**config.mk**
```make
export PLATFORM = sky130hd
export DESIGN_NAME = bptc_cfg
export DESIGN_NICKNAME = d
export VERILOG_FILES = /design/src/rtl/bptc_pkg.sv /design/src/rtl/bptc_cfg.sv
export SDC_FILE = /design/constraint.sdc
export NUM_CORES = 1
export LEC_CHECK = 0
export BUFFER_PORTS_ARGS = -buffer_cell sky130_fd_sc_hd__buf_4
export CORE_AREA = 2 2 109 154
export CTS_CLUSTER_DIAMETER = 30
export DETAILED_ROUTE_END_ITERATION = 10
export DIE_AREA = 0 0 111 156
export SETUP_SLACK_MARGIN = 0.3
export SLEW_MARGIN = 15
export SYNTH_ARGS = -nofsm -noshare
export SYNTH_HDL_FRONTEND = slang
export SYNTH_SLANG_ARGS = --single-unit
```
**constraint.sdc**
```tcl
create_clock -name clk -period 2.1 [get_ports clk]
set_input_delay 0.63 -clock clk [delete_from_list [all_inputs] [get_ports clk]]
set_output_delay 0.63 -clock clk [all_outputs]
set_load 0.02 [all_outputs]
```
**src/rtl/bptc_pkg.sv**
```systemverilog
package bptc_pkg;

  // Field and register widths.
  localparam int COEF_W     = 16;
  localparam int RAW_W      = 24;
  localparam int TEMP_W     = 19;
  localparam int PRES_W     = 32;
  localparam int APB_DATA_W = 32;
  localparam int CFG_ADDR_W = 5;
  localparam int REG_IDX_W  = 3;

  // Internal datapath widths, sized to the value ranges of each term.
  localparam int DT_W    = 25;  // D2 - C5*256
  localparam int TC_W    = 42;  // products of dT with a 17-bit signed coefficient
  localparam int DSQ_W   = 50;  // dT squared
  localparam int TMP_W   = 20;  // temperature terms before the final trim
  localparam int OFF1_W  = 37;  // first-order offset
  localparam int SENS1_W = 36;  // first-order sensitivity
  localparam int COR_W   = 40;  // squares and second-order corrections
  localparam int OFF_W   = 41;  // corrected offset
  localparam int SENS_W  = 40;  // corrected sensitivity
  localparam int LO_W    = 20;  // low slice of the sensitivity for the split product
  localparam int PLO_W   = RAW_W + LO_W;
  localparam int PHI_W   = RAW_W + 1 + SENS_W - LO_W;
  localparam int PROD_W  = 64;
  localparam int PSUM_W  = 44;

  // Shift amounts of the compensation formula.
  localparam int C5_SHIFT   = 8;
  localparam int C2_SHIFT   = 16;
  localparam int C1_SHIFT   = 15;
  localparam int TC_SHIFT   = 23;
  localparam int OFF_SHIFT  = 7;
  localparam int SENS_SHIFT = 8;
  localparam int T2_SHIFT   = 31;
  localparam int P_SHIFT1   = 21;
  localparam int P_SHIFT2   = 15;

  // Temperature thresholds in hundredths of a degree.
  localparam logic signed [TMP_W-1:0] TEMP_REF      = 20'sd2000;
  localparam logic signed [TMP_W-1:0] TEMP_VERY_LOW = -20'sd1500;
  localparam logic signed [TMP_W-1:0] TEMP_GAP      = TEMP_REF - TEMP_VERY_LOW;
  localparam logic signed [COR_W-1:0] COR_ZERO      = '0;

  // Register map, one word every four bytes.
  typedef enum logic [REG_IDX_W-1:0] {
    REG_C1 = 3'd0,
    REG_C2 = 3'd1,
    REG_C3 = 3'd2,
    REG_C4 = 3'd3,
    REG_C5 = 3'd4,
    REG_C6 = 3'd5
  } reg_idx_t;

  // Factory calibration words.
  typedef struct packed {
    logic [COEF_W-1:0] pressure_sensitivity_coef;
    logic [COEF_W-1:0] pressure_offset_coef;
    logic [COEF_W-1:0] sensitivity_temp_coef;
    logic [COEF_W-1:0] offset_temp_coef;
    logic [COEF_W-1:0] reference_temp_coef;
    logic [COEF_W-1:0] temp_sensitivity_coef;
  } cal_t;

endpackage

```
**src/rtl/bptc_cfg.sv**
```systemverilog
module bptc_cfg import bptc_pkg::*; (
  input  logic                  clk,
  input  logic                  rst,
  input  logic                  psel,
  input  logic                  penable,
  input  logic                  pwrite,
  input  logic [CFG_ADDR_W-1:0] paddr,
  input  logic [APB_DATA_W-1:0] pwdata,
  output logic [APB_DATA_W-1:0] prdata,
  output logic                  pready,
  output cal_t                  cal
);

  reg_idx_t idx;
  logic     wr;
  logic [COEF_W-1:0] wdata;

  assign idx    = reg_idx_t'(paddr[CFG_ADDR_W-1:2]);
  assign wr     = psel && penable && pwrite && pready;
  assign wdata  = pwdata[COEF_W-1:0];
  assign pready = 1'b1;

  // Register writes; addresses past the last word are ignored.
  always_ff @(posedge clk) begin
    if (rst) begin
      cal <= '0;
    end else if (wr) begin
      case (idx)
        REG_C1: cal.pressure_sensitivity_coef <= wdata;
        REG_C2: cal.pressure_offset_coef      <= wdata;
        REG_C3: cal.sensitivity_temp_coef     <= wdata;
        REG_C4: cal.offset_temp_coef          <= wdata;
        REG_C5: cal.reference_temp_coef       <= wdata;
        REG_C6: cal.temp_sensitivity_coef     <= wdata;
        default: ;
      endcase
    end
  end

  // Read back the addressed word.
  always_comb begin
    case (idx)
      REG_C1:  prdata = APB_DATA_W'(cal.pressure_sensitivity_coef);
      REG_C2:  prdata = APB_DATA_W'(cal.pressure_offset_coef);
      REG_C3:  prdata = APB_DATA_W'(cal.sensitivity_temp_coef);
      REG_C4:  prdata = APB_DATA_W'(cal.offset_temp_coef);
      REG_C5:  prdata = APB_DATA_W'(cal.reference_temp_coef);
      REG_C6:  prdata = APB_DATA_W'(cal.temp_sensitivity_coef);
      default: prdata = '0;
    endcase
  end

endmodule

```
# Word level (Yosys, flattened, before mapping)
# Index checks and enable logic that the tools add are counted.
# word_totals
ff_bits	96
inputBits	42
output_inout_bits	129
elab_cells	21
# op_classes
eq_ne	5
muxes	1
n_reduce_logical	9
# ops
op	n
16-bit case mux with 6 select lines	1
2-bit AND reduction	6
3-bit by 2-bit == test with 1-bit output, second input constant	2
3-bit == test, second input constant	2
3-bit by 1-bit == test with 1-bit output, second input constant	1
3-bit zero test	1
1-bit logical AND	2

# Longest topological paths before layout
# logic_depth
depth_word	3
depth_mapped	6

# Worst setup path before layout
# Ideal clock, no wire load.
# synth_path
path_type	in2out
start	in paddr[2]
end	out prdata[4]
arrival_time_ns	1.719
t_required_ns	1.470
setup_slack_ns	-0.249
cell_stages	5
n_path_buf	2
cell_sequence	buf_2 -> buf_2 -> mux2_2 -> nand2_1 -> o221ai_1
# synth_between
elab_chain_cells	2
# synth_rtl
item	line_no	text
start: declaration	bptc_cfg.sv:7	input logic [CFG_ADDR_W-1:0] paddr,
3-bit == test (tied with other cells)	bptc_cfg.sv:42	case (idx)
16-bit case mux with 6 select lines (*)	bptc_cfg.sv:42	
end: declaration	bptc_cfg.sv:9	output logic [APB_DATA_W-1:0] prdata,
# Every way passes the cells marked *; elsewhere a longest branch is shown, timed or not.

# Worst setup path after layout
# layout_path
start	in paddr[2]
end	out prdata[12]
# The elaborated chain is that of the path after synthesis.

==> results.ini <==
[logic_synthesis]
yosys_warnings=0
syn-instance-count=448
ys_seq_elements=96
syn_area_um2=4710
ys_seq_area_share_pct=40.8
synth.avg_cell_area_um2=10.5
ys_types=27

[pwr]
p_per_area_nw_per_um2=561
peakVddDrop_uv=333
p_leak_nw=3.42

[sta]
fin_ws_ns=-0.133
period_share_pct=106
slew_violations=0
clock_skew_ns=0
hold_slack_ns=0.492
final-setup-viol-count=16
max_freq_ghz=0.448
rsz0062_at_grt=yes
fin_crit_ns=2.23
final_hold_viol_count=0

[grt]
grt_pass1_wl_um=22600
grt_util_all_layers_pct=16.8
grt_max_degree=74
overflow=0
antenna_found_initial=0
grt_pass1_vias=4049

[worst_setup_path]
path_common_cell=buf_6
arrival_ns=1.60
worstReg2RegStart=cal[24]$_SDFFE_PP0P_
crit_buf_inv=3
path_depth=6
ff2ff_path_depth=2
path_class=in2out
r2r-end=cal[24]$_SDFFE_PP0P_
worstPathCellList=buf_12, buf_6, mux2_4, a32oi_2, o21ai_2, buf_6
cp_slowest_cell=mux2_4
start_kind=input port
critical_path.top_delay_family=buffers and inverters
endpoint=prdata[12]
end_kind=output port
slowest_delay_ns=0.30
startpoint=paddr[2]
required_ns=1.47
critical_path_peak_fanout=8
r2r_slack_ns=1.38

[placed_design]
detailed_place_hpwl_um=10400
io_buffer_count=135
gp_congestion=0.817

[finish]
ff_latch_area_um2=1920
diodes=0
largest_register_ff_count=96
largest-register=cal
layout_top_registers=cal (96)
nets=653
drive_gt1_share_pct=45.5
multi_input_area_um2=2940
area_growth_pct=51.2
fin_util_pct=44.8
fill_cells=1490

[clock_tree]
htreeDepth=3
cts_root_buf=clkbuf_16
path_clk_slew_ns=0.07
cts_sinks=96
cts_tree=built
cts_made_buffers=9
clockBufferDepth=2
clock_latency_ns=0.34

[drt]
drt.antenna.violating_nets=0
routedWlPerCell_um=18.3
drt_first_iter_violations=99
vias=3852
drc=0
dr.pass1.iters=4
via_per_inst=4.73
totalWireLength_um=14900

[floorplanning]
die_h_um=156
die_w_um=111
start_util_pct=29.6
fp.dieArea_um2=17300
num_rows=55
core-area_um2=15900
io-pin-count=171

[worst_hold_path]
hold_class=reg2reg
hp-start=cal[79]$_SDFFE_PP0P_

[run]
drv_cap=0

[run_status]
violations=setup timing
status=complete, but fails checks

[cells in the mapped netlist]
master	instances	share of area [%]
dfxtp_1	96	41
and4_1	1	0.19
nand2b_4	1	0.29
mux2i_1	114	24
buf_1	1	0.080
o221ai_1	9	1.7
nand2_1	9	0.72
conb_1	2	0.16
or2b_1	1	0.16
or2_1	1	0.13
nor2b_1	1	0.13
buf_12	1	0.42
buf_6	3	0.72
a32oi_1	4	0.74
nand2_2	4	0.53
clkbuf_1	14	1.1
buf_4	24	3.8
clkinv_1	1	0.080
nand2b_1	112	15
and4b_2	1	0.24
o21ai_0	4	0.42
a221oi_1	3	0.56
a22oi_1	7	1.1
mux2_2	23	5.5
a21oi_1	3	0.32
buf_2	5	0.53
and2b_1	3	0.48
[stage by stage]
stage          setup TNS, ns  cells  power [mW]  worst slack (ns)  cell area (um2)
2_1_floorplan              0    463        2.15           0.00497             5030
3_3_place_gp           -3.64    789        2.28            -0.262             6360
3_5_place_dp           -3.79    789        2.29            -0.262             6360
4_1_cts                -1.61    812        4.02            -0.140             7020
5_1_grt                -2.00    815        4.15            -0.161             7130
6_report               -1.49    815        4.00            -0.133             7130
[timing repair]
item | CTS | global route
hold buffers | 0 | 0
setup buffers | 6 | 1
resized for setup | 70 | 15
cloned | 1 | 2
pin swaps | 12 | 7
setup endpoints to repair | 16 | 16
[worst min path at each step]
stage	end	cells past startpoint
3_5_place_dp	cal[79]$_SDFFE_PP0P_	2
6_report	cal[79]$_SDFFE_PP0P_	2
2_1_floorplan	cal[67]$_SDFFE_PP0P_	2
4_1_cts	cal[66]$_SDFFE_PP0P_	2
5_1_grt	cal[76]$_SDFFE_PP0P_	2
3_3_place_gp	cal[70]$_SDFFE_PP0P_	2
[layer usage]
| metal | wire length [um] | share of wire (%) | vias to the layer above | GRT usage (%) |
|---|---|---|---|---|
| met2 | 7750 | 52 | 101 | 30.5 |
| met4 | 410 | 2.7 | 0 | 6.85 |
| li1 | - | - | 1849 | - |
| met3 | 562 | 3.8 | 22 | 3.38 |
| met5 | 0 | 0 | - | 0 |
| met1 | 6210 | 42 | 1880 | 19.2 |
[where the power goes]
part | switching, mW | internal [mW]
Sequential | 0.0136 | 1.83
Clock | 0.695 | 0.991
Combinational | 0.240 | 0.227
Total | 0.948 | 3.05
[layout by cell type, fill, tap and decap left out, drive strengths merged]
cell | Yosys | final
mux2i | 114 | 114
o221ai | 9 | 9
and4b | 1 | 1
and4 | 1 | 1
clkbuf | 14 | 15
bufinv | 0 | 1
mux2 | 23 | 23
a32oi | 4 | 4
conb | 2 | 17
a21oi | 3 | 3
or2b | 1 | 1
nand2b | 113 | 113
buf | 34 | 183
clkinvlp | 0 | 2
or2 | 1 | 1
and2b | 3 | 4
dfxtp | 96 | 96
nor2b | 1 | 1
nand2 | 13 | 13
o21ai | 4 | 4
a22oi | 7 | 7
a221oi | 3 | 3
[layout make-up]
cell class                 instances  share of cell area (%)
tap                              199                    3.49
clock inverter                     2                   0.527
clock buffer                      14                    3.70
sequential                        96                    27.0
multi-input combinational        319                    41.3
timing repair buffer             184                    23.9
inverter                           1                   0.105
[worst register-to-register path, delay by kind of cell (launching register included)]
kind / cells / cell delay [ns]
DFF: 1 / 0.40
muxes: 1 / 0.16
and+or+nand+nor: 1 / 0.08
[cells by family (layout without fill, tap and decap cells)]
group | Yosys count | count (layout) | synth area share, %
DFF | 96 | 96 | 40.8
and+or+nand+nor | 134 | 135 | 17.7
AOI/OAI and AO/OA | 30 | 30 | 4.83
buffers and inverters | 49 | 201 | 6.77
muxes | 137 | 137 | 29.7
other | 2 | 17 | 0.159
Note: power is estimated with default switching activity, not from simulation.
